--- config.mk ---
export PLATFORM = sky130hd
export DESIGN_NAME = rtc_fields_to_epoch_seconds
export DESIGN_NICKNAME = d
export VERILOG_FILES = /design/src/hw/rtl/rtcep_pkg.sv /design/src/hw/rtl/rtc_fields_to_epoch_seconds.sv
export SDC_FILE = /design/constraint.sdc
export NUM_CORES = 2
export LEC_CHECK = 0
export BUFFER_PORTS_ARGS = -buffer_cell sky130_fd_sc_hd__buf_2
export CAP_MARGIN = 20
export CORE_MARGIN = 10
export CORE_UTILIZATION = 35
export CTS_BUF_LIST = sky130_fd_sc_hd__clkbuf_8
export DETAILED_ROUTE_END_ITERATION = 10
export GPL_TIMING_DRIVEN = 1
export HOLD_SLACK_MARGIN = 0.08
export PLACE_DENSITY = 0.51
export REMOVE_ABC_BUFFERS = 1
export SLEW_MARGIN = 10
export SYNTH_ARGS = -nofsm -noshare
export SYNTH_HDL_FRONTEND = slang
export SYNTH_SLANG_ARGS = --single-unit
--- constraint.sdc ---
create_clock -name clock -period 17 [get_ports clock]
set_input_delay 0.85 -clock clock [delete_from_list [all_inputs] [get_ports clock]]
set_output_delay 0.85 -clock clock [all_outputs]
set_load 0.01 [all_outputs]
--- src/hw/rtl/rtcep_pkg.sv ---
// Shared constants and helper functions for the RTC snapshot to epoch converter.
package rtcep_pkg;

   localparam int unsigned RAW_W        = 8;
   localparam int unsigned YEAR_W       = 15;
   localparam int unsigned CUR_YEAR_W   = 14;
   localparam int unsigned CENT_W       = 8;
   localparam int unsigned QCENT_W      = 9;
   localparam int unsigned EPOCH_W      = 40;
   localparam int unsigned DAYS_W       = 24;
   localparam int unsigned FRAC_W       = 13;
   localparam int unsigned MDAYS_W      = 9;
   localparam int unsigned HMS_W        = 20;
   localparam int unsigned CSR_INDEX_W  = 2;
   localparam int unsigned PIPE_LATENCY = 5;

   // Status register B bits and the PM flag of the hour byte.
   localparam int unsigned STB_BINARY_BIT = 2;
   localparam int unsigned STB_24H_BIT    = 1;
   localparam int unsigned HOUR_PM_BIT    = 7;

   // Configuration register indexes.
   localparam logic [CSR_INDEX_W-1:0] CSR_CENTURY_IN_USE = 2'd0;
   localparam logic [CSR_INDEX_W-1:0] CSR_CUR_YEAR       = 2'd1;

   localparam int unsigned CUR_YEAR_RESET_VAL = 2024;
   localparam int unsigned CUR_CENT_RESET_VAL = CUR_YEAR_RESET_VAL / 100;
   localparam logic [CUR_YEAR_W-1:0] CUR_YEAR_RESET = CUR_YEAR_W'(CUR_YEAR_RESET_VAL);
   localparam logic [CENT_W-1:0]     CUR_CENT_RESET = CENT_W'(CUR_CENT_RESET_VAL);

   localparam logic [YEAR_W-1:0] EPOCH_YEAR = 15'd1970;

   // Division by 100 as a reciprocal multiply; exact for values below 43699.
   localparam logic [12:0]  DIV100_MUL   = 13'd5243;
   localparam int unsigned  DIV100_SHIFT = 19;

   // The fractional part of 365.2422 days per year, 0.2422 scaled by 2^30 and
   // rounded up. The rounding error stays far below the 1/5000 step of the
   // exact quotient for every 15 bit year count, so the floor is exact.
   localparam int unsigned     YEAR_FRAC_SHIFT = 30;
   localparam longint unsigned YEAR_FRAC_MUL_L =
      ((64'd2422 << YEAR_FRAC_SHIFT) + 64'd9999) / 64'd10000;
   localparam logic [27:0]     YEAR_FRAC_MUL   = 28'(YEAR_FRAC_MUL_L);

   localparam logic [DAYS_W-1:0] DAYS_PER_YEAR = 24'd365;
   localparam logic [16:0]       SEC_PER_DAY   = 17'd86400;

   // Packed BCD byte to binary: low nibble plus ten times the high nibble.
   function automatic logic [RAW_W-1:0] bcd8(input logic [RAW_W-1:0] v);
      return RAW_W'(v[3:0]) + RAW_W'(v[7:4]) * 8'd10;
   endfunction

   // Hour byte from BCD: bit 7 is the PM flag and is kept as it is.
   function automatic logic [RAW_W-1:0] bcd_hour(input logic [RAW_W-1:0] v);
      logic [6:0] low;
      low = 7'(v[3:0]) + 7'(v[6:4]) * 7'd10;
      return {v[HOUR_PM_BIT], low};
   endfunction

   // Remainder by 24 for values up to 139, by at most five subtractions.
   function automatic logic [RAW_W-1:0] mod24(input logic [RAW_W-1:0] x);
      logic [RAW_W-1:0] r;
      r = x;
      for (int i = 0; i < 5; i++) begin
         if (r >= 8'd24) begin
            r = r - 8'd24;
         end
      end
      return r;
   endfunction

   // Days in the months before month m of a common year.
   function automatic logic [MDAYS_W-1:0] cum_days(input logic [3:0] m);
      logic [MDAYS_W-1:0] d;
      unique case (m)
         4'd2:    d = 9'd31;
         4'd3:    d = 9'd59;
         4'd4:    d = 9'd90;
         4'd5:    d = 9'd120;
         4'd6:    d = 9'd151;
         4'd7:    d = 9'd181;
         4'd8:    d = 9'd212;
         4'd9:    d = 9'd243;
         4'd10:   d = 9'd273;
         4'd11:   d = 9'd304;
         4'd12:   d = 9'd334;
         default: d = 9'd0;
      endcase
      return d;
   endfunction

endpackage

--- src/hw/rtl/rtc_fields_to_epoch_seconds.sv ---
// Top level: pipelined conversion of an RTC register snapshot to seconds since 1970.
//
// A request carries one snapshot of the clock register bytes and status register B.
// A request is accepted at a rising edge where start is high and busy is low; busy
// is high only while reset is held, so one request can enter in every cycle.
// Each result is shown for exactly one cycle with rsp_valid high; the receiver
// cannot hold it off, and nothing in the pipeline ever waits on it.
// A request accepted at a rising edge passes through the stage registers s1 to s4 and
// the output registers before rsp_valid rises. Throughput: one request per cycle.
// The five stages are BCD decode and year, three parallel constant multiplies plus
// time of day, day count with leap correction, days times 86400, and the final sum.
// The configuration channel (csr_valid, csr_ready, csr_index, csr_data) writes
// century_in_use (index 0) and the current year (index 1); the user must write it
// only while no request is in flight; the block does not enforce this.
// csr_ready is low only during reset. Synchronous reset empties the pipeline and
// returns both registers to reset values (century byte off, current year 2024).
module rtc_fields_to_epoch_seconds
   import rtcep_pkg::*;
(
   input  logic                   clock,
   input  logic                   reset,

   input  logic                   start,
   output logic                   busy,
   input  logic [RAW_W-1:0]       req_raw_second,
   input  logic [RAW_W-1:0]       req_raw_minute,
   input  logic [RAW_W-1:0]       req_raw_hour,
   input  logic [RAW_W-1:0]       req_raw_day,
   input  logic [RAW_W-1:0]       req_raw_month,
   input  logic [RAW_W-1:0]       req_raw_year,
   input  logic [RAW_W-1:0]       req_raw_century,
   input  logic [RAW_W-1:0]       req_status_b,

   output logic                   rsp_valid,
   output logic [EPOCH_W-1:0]     rsp_epoch_seconds,
   output logic [YEAR_W-1:0]      rsp_full_year,
   output logic                   rsp_invalid,

   input  logic                   csr_valid,
   output logic                   csr_ready,
   input  logic [CSR_INDEX_W-1:0] csr_index,
   input  logic [CUR_YEAR_W-1:0]  csr_data
);

   // Configuration registers. The century of the current year is kept alongside
   // it so that the window needs no divide in the request path.
   logic                  century_in_use_ff;
   logic [CUR_YEAR_W-1:0] cur_year_ff;
   logic [CENT_W-1:0]     cur_cent_ff;
   logic [CENT_W-1:0]     cur_cent_in;
   logic [26:0]           cur_cent_prod;

   logic                  req_accept;
   logic                  csr_accept;

   // Stage 1: decoded fields and the four digit year.
   logic                  s1_valid_ff;
   logic [RAW_W-1:0]      s1_sec_ff, s1_min_ff, s1_hour_ff, s1_day_ff, s1_mon_ff;
   logic [YEAR_W-1:0]     s1_year_ff;
   logic [RAW_W-1:0]      s1_sec_in, s1_min_in, s1_hour_in, s1_day_in, s1_mon_in;
   logic [YEAR_W-1:0]     s1_year_in;
   logic [RAW_W-1:0]      yr_dec, cen_dec, hour_dec;
   logic [YEAR_W-1:0]     window_year;
   logic                  binary_mode;

   // Stage 2: whole year days, century quotient, time of day.
   logic                  s2_valid_ff;
   logic [DAYS_W-1:0]     s2_yday_ff;
   logic [FRAC_W-1:0]     s2_frac_ff;
   logic [QCENT_W-1:0]    s2_qcent_ff;
   logic [YEAR_W-1:0]     s2_year_ff;
   logic [RAW_W-1:0]      s2_mon_ff, s2_day_ff;
   logic [HMS_W-1:0]      s2_hms_ff;
   logic                  s2_bad_ff;
   logic [YEAR_W-1:0]     year_count;
   logic [42:0]           frac_prod;
   logic [27:0]           qcent_prod;
   logic [HMS_W-1:0]      s2_hms_in;
   logic                  s2_bad_in;

   // Stage 3: total day count.
   logic                  s3_valid_ff;
   logic [DAYS_W-1:0]     s3_days_ff;
   logic [DAYS_W-1:0]     s3_days_in;
   logic [HMS_W-1:0]      s3_hms_ff;
   logic [YEAR_W-1:0]     s3_year_ff;
   logic                  s3_bad_ff;
   logic [YEAR_W-1:0]     year_rem100;
   logic                  leap_year;
   logic [MDAYS_W-1:0]    month_days;

   // Stage 4: days in seconds.
   logic                  s4_valid_ff;
   logic [EPOCH_W-1:0]    s4_dsec_ff;
   logic [40:0]           dsec_prod;
   logic [HMS_W-1:0]      s4_hms_ff;
   logic [YEAR_W-1:0]     s4_year_ff;
   logic                  s4_bad_ff;

   // Output registers.
   logic                  rsp_valid_ff;
   logic [EPOCH_W-1:0]    rsp_epoch_ff;
   logic [EPOCH_W-1:0]    rsp_epoch_in;
   logic [YEAR_W-1:0]     rsp_year_ff;
   logic                  rsp_invalid_ff;

   assign busy       = reset;
   assign csr_ready  = ~reset;
   assign req_accept = start && !busy;
   assign csr_accept = csr_valid && csr_ready;

   // ---------------------------------------------------------------- config
   assign cur_cent_prod = 27'(csr_data) * 27'(DIV100_MUL);
   assign cur_cent_in   = cur_cent_prod[DIV100_SHIFT +: CENT_W];

   always_ff @(posedge clock) begin
      if (reset) begin
         century_in_use_ff <= 1'b0;
         cur_year_ff       <= CUR_YEAR_RESET;
         cur_cent_ff       <= CUR_CENT_RESET;
      end else if (csr_accept) begin
         unique case (csr_index)
            CSR_CENTURY_IN_USE: begin
               century_in_use_ff <= csr_data[0];
            end
            CSR_CUR_YEAR: begin
               cur_year_ff <= csr_data;
               cur_cent_ff <= cur_cent_in;
            end
            default: begin
            end
         endcase
      end
   end

   // --------------------------------------------------------------- stage 1
   always_comb begin
      binary_mode = req_status_b[STB_BINARY_BIT];
      if (binary_mode) begin
         s1_sec_in = req_raw_second;
         s1_min_in = req_raw_minute;
         hour_dec  = req_raw_hour;
         s1_day_in = req_raw_day;
         s1_mon_in = req_raw_month;
         yr_dec    = req_raw_year;
         cen_dec   = req_raw_century;
      end else begin
         s1_sec_in = bcd8(req_raw_second);
         s1_min_in = bcd8(req_raw_minute);
         hour_dec  = bcd_hour(req_raw_hour);
         s1_day_in = bcd8(req_raw_day);
         s1_mon_in = bcd8(req_raw_month);
         yr_dec    = bcd8(req_raw_year);
         cen_dec   = bcd8(req_raw_century);
      end

      // A PM hour in 12 hour mode moves on by twelve, modulo a day.
      if (!req_status_b[STB_24H_BIT] && hour_dec[HOUR_PM_BIT]) begin
         s1_hour_in = mod24(RAW_W'(hour_dec[6:0]) + 8'd12);
      end else begin
         s1_hour_in = hour_dec;
      end

      // Without a century byte the two digit year is placed in the century
      // of the current year, or the next one if that lands before it.
      window_year = YEAR_W'(cur_cent_ff) * 15'd100 + YEAR_W'(yr_dec);
      if (window_year < YEAR_W'(cur_year_ff)) begin
         window_year = window_year + 15'd100;
      end

      if (century_in_use_ff) begin
         s1_year_in = YEAR_W'(yr_dec) + YEAR_W'(cen_dec) * 15'd100;
      end else begin
         s1_year_in = window_year;
      end
   end

   always_ff @(posedge clock) begin
      if (reset) begin
         s1_valid_ff <= 1'b0;
      end else begin
         s1_valid_ff <= req_accept;
      end
      s1_sec_ff  <= s1_sec_in;
      s1_min_ff  <= s1_min_in;
      s1_hour_ff <= s1_hour_in;
      s1_day_ff  <= s1_day_in;
      s1_mon_ff  <= s1_mon_in;
      s1_year_ff <= s1_year_in;
   end

   // --------------------------------------------------------------- stage 2
   // Whole years give year_count * 365 plus floor(year_count * 0.2422) days.
   // When the year is below 1970 year_count wraps, but the result is then
   // forced to zero anyway.
   assign year_count = s1_year_ff - EPOCH_YEAR;
   assign frac_prod  = 43'(year_count) * 43'(YEAR_FRAC_MUL);
   assign qcent_prod = 28'(s1_year_ff) * 28'(DIV100_MUL);
   assign s2_hms_in  = HMS_W'(s1_hour_ff) * 20'd3600 + HMS_W'(s1_min_ff) * 20'd60
                     + HMS_W'(s1_sec_ff);
   assign s2_bad_in  = (s1_year_ff < EPOCH_YEAR) || (s1_day_ff == '0);

   always_ff @(posedge clock) begin
      if (reset) begin
         s2_valid_ff <= 1'b0;
      end else begin
         s2_valid_ff <= s1_valid_ff;
      end
      s2_yday_ff  <= DAYS_W'(year_count) * DAYS_PER_YEAR;
      s2_frac_ff  <= frac_prod[YEAR_FRAC_SHIFT +: FRAC_W];
      s2_qcent_ff <= qcent_prod[DIV100_SHIFT +: QCENT_W];
      s2_year_ff  <= s1_year_ff;
      s2_mon_ff   <= s1_mon_ff;
      s2_day_ff   <= s1_day_ff;
      s2_hms_ff   <= s2_hms_in;
      s2_bad_ff   <= s2_bad_in;
   end

   // --------------------------------------------------------------- stage 3
   // Gregorian leap year: divisible by 4, and either not by 100 or by 400.
   // A year divisible by 100 is divisible by 400 when its century is by 4.
   always_comb begin
      year_rem100 = s2_year_ff - YEAR_W'(s2_qcent_ff) * 15'd100;
      leap_year   = (s2_year_ff[1:0] == 2'b00)
                 && ((year_rem100 != '0) || (s2_qcent_ff[1:0] == 2'b00));
      if ((s2_mon_ff >= 8'd2) && (s2_mon_ff <= 8'd12)) begin
         month_days = cum_days(s2_mon_ff[3:0])
                    + MDAYS_W'((s2_mon_ff >= 8'd3) && leap_year);
      end else begin
         month_days = '0;
      end
      s3_days_in = s2_yday_ff + DAYS_W'(s2_frac_ff) + DAYS_W'(month_days)
                 + DAYS_W'(s2_day_ff) - 24'd1;
   end

   always_ff @(posedge clock) begin
      if (reset) begin
         s3_valid_ff <= 1'b0;
      end else begin
         s3_valid_ff <= s2_valid_ff;
      end
      s3_days_ff <= s3_days_in;
      s3_hms_ff  <= s2_hms_ff;
      s3_year_ff <= s2_year_ff;
      s3_bad_ff  <= s2_bad_ff;
   end

   // --------------------------------------------------------------- stage 4
   assign dsec_prod = 41'(s3_days_ff) * 41'(SEC_PER_DAY);

   always_ff @(posedge clock) begin
      if (reset) begin
         s4_valid_ff <= 1'b0;
      end else begin
         s4_valid_ff <= s3_valid_ff;
      end
      s4_dsec_ff <= dsec_prod[EPOCH_W-1:0];
      s4_hms_ff  <= s3_hms_ff;
      s4_year_ff <= s3_year_ff;
      s4_bad_ff  <= s3_bad_ff;
   end

   // ---------------------------------------------------------------- output
   // An invalid snapshot reports zero seconds but still carries its year.
   assign rsp_epoch_in = s4_bad_ff ? '0 : (s4_dsec_ff + EPOCH_W'(s4_hms_ff));

   always_ff @(posedge clock) begin
      if (reset) begin
         rsp_valid_ff <= 1'b0;
      end else begin
         rsp_valid_ff <= s4_valid_ff;
      end
      rsp_epoch_ff   <= rsp_epoch_in;
      rsp_year_ff    <= s4_year_ff;
      rsp_invalid_ff <= s4_bad_ff;
   end

   assign rsp_valid         = rsp_valid_ff;
   assign rsp_epoch_seconds = rsp_epoch_ff;
   assign rsp_full_year     = rsp_year_ff;
   assign rsp_invalid       = rsp_invalid_ff;

endmodule

==> Word level (Yosys, flattened, before mapping) <==
Memories as Yosys holds them, arrays and structs flattened. A register that Yosys moved wholly into a read port is not among the register bits.
Index checks and enable logic that the tools add are counted.
{ "totals": {"ff_bits": 366, "latch_bits": 0, "ram_bits": 0, "rom_bits": 144, "input_bits": 84, "out_inout_bits": 59, "elab_cells": 127, "n_memories": 1} }
{ "op_classes": {"addsub": 26, "mul": 17, "div": 0, "n_lt_le_gt_ge": 10, "n_eq_ne": 1, "n_shift": 0, "muxes": 21, "bitwise_logic": 1, "n_reduce_logical": 17} }
{ "memory_table": {"columns": ["name", "depth", "width", "rd", "rd_clocked_by_memory_dff", "write_ports", "line_no", "source"], "rows": [
  ["(no name shown)", 16, 9, 1, 1, 0, "rtcep_pkg.sv:75", "unique case (m)"]
]} }
{ "ops": {"columns": ["op", "n"], "rows": [
  ["$mux 8", 16],
  ["$add 4x8->8", 6],
  ["$mul 15x27->42 const B", 1],
  ["$mul 4x3->7 const B", 6],
  ["$add 40x20->40", 1],
  ["$ge 8x5->1 const B", 5],
  ["$sub 8x5->8 const B", 5],
  ["$mul 24x10->33 const B", 1],
  ["$mux 15", 2],
  ["$mul 15x13->28 const B", 1],
  ["$mul 14x13->27 const B", 1],
  ["$mul 8x5->13 const B", 2],
  ["$add 24x13->24", 1],
  ["$add 24x8->24", 1],
  ["$add 24x9->24", 1],
  ["$mul 15x9->24 const B", 1],
  ["$sub 24x1->24 const B", 1],
  ["$add 20x14->20", 1],
  ["$add 20x8->20", 1],
  ["$mux 9", 2],
  ["$ge 8x2->1 const B", 2],
  ["$mul 8x8->16 const B", 1],
  ["$add 15x7->15 const B", 1],
  ["$add 15x8->15", 1],
  ["other kinds (22)", 32]
]} }

==> Logic depth before layout (Yosys ltp) <==
{ "logic_depth": {"depth_word": 19, "ltp_mapped": 41, "depth_no_buf": 41} }

==> Worst setup path before layout <==
OpenSTA, ideal clock, no wires.
{ "synth_path": {"path_type": "reg-to-reg", "start": "register s1_year_ff[1]", "end": "register s2_frac_ff[8]", "setup_ns": 0.123, "arrival_time_ns": 8.042, "required_time_ns": 16.877, "slack_ns": 8.834, "stages_incl_launch_ff": 30, "path_buffers": 0, "synth_period_minus_slack_ns": 8.166, "path_cell_list": "dfxtp_1 -> inv_1 -> ha_1 -> inv_1 -> a21oi_1 -> o21ai_0 -> nand3_1 -> o21ai_0 -> xnor2_1 -> inv_1 -> fa_1 -> fa_1 -> inv_1 -> fa_1 -> inv_1 -> fa_1 -> fa_1 -> fa_1 -> ha_1 -> a21o_1 -> a211o_1 -> a2111oi_0 -> a21oi_1 -> o2111ai_1 -> nand3_1 -> o21a_1 -> o21a_1 -> a31o_2 -> a211oi_1 -> nor2_1"} }
{ "synth_between": {"elab_chain_len": 2} }
{ "synth_rtl": {"columns": ["item", "line_no", "source"], "rows": [
  ["start: declaration", "rtc_fields_to_epoch_seconds.sv:59", "logic [YEAR_W-1:0] s1_year_ff;"],
  ["start signal: assignment", "rtc_fields_to_epoch_seconds.sv:189", "s1_year_ff <= s1_year_in;"],
  ["$sub 15x11->15", "rtc_fields_to_epoch_seconds.sv:196", "assign year_count = s1_year_ff - EPOCH_YEAR;"],
  ["named net year_count[1]", "rtc_fields_to_epoch_seconds.sv:75", "logic [YEAR_W-1:0] year_count;"],
  ["$mul 15x27->42", "rtc_fields_to_epoch_seconds.sv:197", "assign frac_prod = 43'(year_count) * 43'(YEAR_FRAC_MUL);"],
  ["named net frac_prod[38]", "rtc_fields_to_epoch_seconds.sv:76", "logic [42:0] frac_prod;"],
  ["end signal: assignment", "rtc_fields_to_epoch_seconds.sv:210", "s2_frac_ff <= frac_prod[YEAR_FRAC_SHIFT +: FRAC_W];"],
  ["end: declaration", "rtc_fields_to_epoch_seconds.sv:69", "logic [FRAC_W-1:0] s2_frac_ff;"]
]} }
The timed path passes the listed nets, and every way through them passes these cells.
A chain may end at the register's enable or synchronous reset.

==> Worst setup path in the final report <==
{ "layout_path": {"start": "register s1_year_ff[1]", "end": "register s2_frac_ff[12]"} }
Same word-level chain as after synthesis.

==> run metrics <==
initial antenna violation count=19; Setup Viol. Count Final=0; worst r2r path cells=31; Slew Limit Fails=0; Slew @ Worst Pin=1010 ps; most frequent cells in the layout=inv_1, ha_1, fa_1; Overflow after GRT=0; root buffer cell=clkbuf_8; WL per Instance=14.1 um; clock sinks=374; IO buf count=136; drt total wl=81500 um; final HPWL from detailed placement=69800 um; hold endpoint=s1_sec_ff[0]; worst skew pair latency=710 ps; reg2reg end=s2_frac_ff[12]; Hold Path Cell Cnt=1; R2R Setup Slk=7530 ps; CTS Buf Count=69; CP endpoint kind=flip-flop; Rows=122; largest net degree at the start of global routing=46; worst-case hold slack=240 ps; DR vias=26097; die footprint=0.126 mm^2; Syn Area/Cell=9.69 um^2; most common cell after layout, fill and taps aside=inv_1; global-route wire length before repair=139000 um; Max-slew headroom=31.7%; max_cap viols=0; Post-Syn Area=0.0393 mm^2; HP Class=in2reg; Worst path slowest cell=dfxtp_1; FF-to-FF Start=s1_year_ff[1]; Critical Path RT=17630 ps; Post-CTS Hold Buffers=0; Pre-antenna DRT Iters=5; Hold Fails Final Rpt=0; Synth Register Bits=374; Worst Path Arrival=10090 ps; core area=0.111 mm^2; kind of critical path=reg2reg; nets@finish=5607; clk_skew=41.5 ps; Resize count post-CTS=0; Critical Path Start Type=flip-flop; CTS clk-pin slew, worst paths=60 ps; Layout area overhead=10.1%; GPL Wtd Cong=0.835; layout cells sized above 1=7.25%; io pins=143; critical path fanouts, max=11; Post-Synthesis Cells=4054; Warnings, synthesis=0; start point of the critical path=s1_year_ff[1]; Post-synth ARST share=0%; GRT Overall Usage=13.4%; Max Freq=106 MHz; number of global-route vias before repair=27522; setup_tns=0 ps; DR DRC count=0; sequential cell area fraction in the yosys report=19.1%; die height=355 um; Initial Utilization=35.4%; clk buf depth=3; depth of the CTS H-tree=3; via/cell ratio=4.51; total setup buffers inserted after CTS=0; HP Start=req_raw_second[0]; RSZ-0062 raised after global routing=no; Post-synth EDFFs=0; Synth cell types=85; slowest stage delay, CP=660 ps; antenna viol nets, final=0; Initial DRC Count=831; crit-path most repeated cell=fa_1; Most used DFF post-synth=dfxtp_1; Tmin final=9470 ps; Final period util=55.7%; status=finished clean; CTS tree=built; Die Wd=355 um
-- cell families (layout without fill, tap and decap cells) --
logic type | after synthesis | in the layout | synth area share (%)
other | 0 | 9 | 0
adder cells (fa/ha/maj) | 1278 | 1278 | 48.4
AND/OR/NAND/NOR | 575 | 575 | 7.18
multiplexers | 33 | 33 | 0.927
XOR/XNOR | 266 | 266 | 5.97
AO/OA/AOI/OAI | 557 | 557 | 9.13
buffers and inverters | 971 | 1205 | 9.34
flip-flops | 374 | 374 | 19.1
-- final cells by class --
cell class | count | area, um^2
Fill cell | 11235 | 67700
Antenna cell | 9 | 22.5
Clock inverter | 26 | 209
Sequential cell | 374 | 7490
Multi-Input combinational cell | 2709 | 28100
Inverter | 938 | 3520
Tap cell | 1488 | 1860
Clock buffer | 88 | 1210
Timing Repair Buffer | 153 | 811
-- per-stage QoR --
step                setup slack [ps]  utilization (%)  cells  cell area [um^2]
finish                          7530             39.0   5785             43200
detailed placement              7530             37.7   5661             41800
CTS                             7470             38.9   5775             43200
global placement                7630             37.7   5661             41800
global route                    6700             39.0   5780             43200
floorplan                       8830                -   4021             39100
-- metal layers --
layer  global-route usage [%]  part of all wire, %  vias up
met3                     2.76                  5.0       92
met2                     21.4                   44      270
li1                         -                    -    13519
met4                     3.49                  1.7       14
met5                        0                 0.12        -
met1                     18.1                   49    12202
-- worst max-delay path, delay by kind of cell, from the launching register on --
family,cells,cell delay (ps)
xor gates and xnor gates,2,290
and+or+nand+nor,2,300
adders and majority gates,8,4030
buffers and inverters,6,1050
AOI/OAI and AO/OA,13,3100
DFF,1,660
-- cells in the mapped netlist, drive strengths merged (19+ instances only) --
cell type	number	area share [%]
inv	938	9.0
ha	877	28
clkbuf	25	0.24
xor2	96	2.1
a211oi	23	0.47
a21oi	161	2.1
nor2	150	1.4
o21bai	32	0.61
xnor2	169	3.8
o21a	29	0.55
and2	19	0.31
and3	22	0.36
dfxtp	374	19
o211ai	19	0.38
nand3	52	0.69
o21ai	130	1.7
fa	401	20
nor2b	49	0.78
nor3	48	0.61
nand2	147	1.4
a21o	61	1.2
-- flip-flops by register name, indices dropped and copies added, names as in the netlist, 8 cells and up, named ones only --
signal and flops:
rsp_epoch_seconds 40, s4_dsec_ff 33, s3_days_ff 24, s2_yday_ff 23, s2_hms_ff 20, s3_hms_ff 20
s4_hms_ff 20, rsp_full_year 15, s1_year_ff 15, s2_year_ff 15, s3_year_ff 15, s4_year_ff 15
cur_year_ff 14, s2_frac_ff 13, s2_qcent_ff 9, cur_cent_ff 8, s1_day_ff 8, s1_hour_ff 8
s1_min_ff 8, s1_mon_ff 8, s1_sec_ff 8, s2_day_ff 8, s2_mon_ff 8
-- how the worst max path moves through the flow --
stage                                end  cells after the start  slack [ps]
after floorplan            s2_frac_ff[8]                     29        8830
after global placement    s2_frac_ff[12]                     31        7630
after detailed placement  s2_frac_ff[12]                     31        7530
after CTS                 s2_frac_ff[12]                     31        7470
after global routing      s3_days_ff[23]                     38        6700
final                     s2_frac_ff[12]                     31        7530
Power is not shown: default switching activity piles up to over one toggle a cycle in this logic, so the estimate is an artifact.
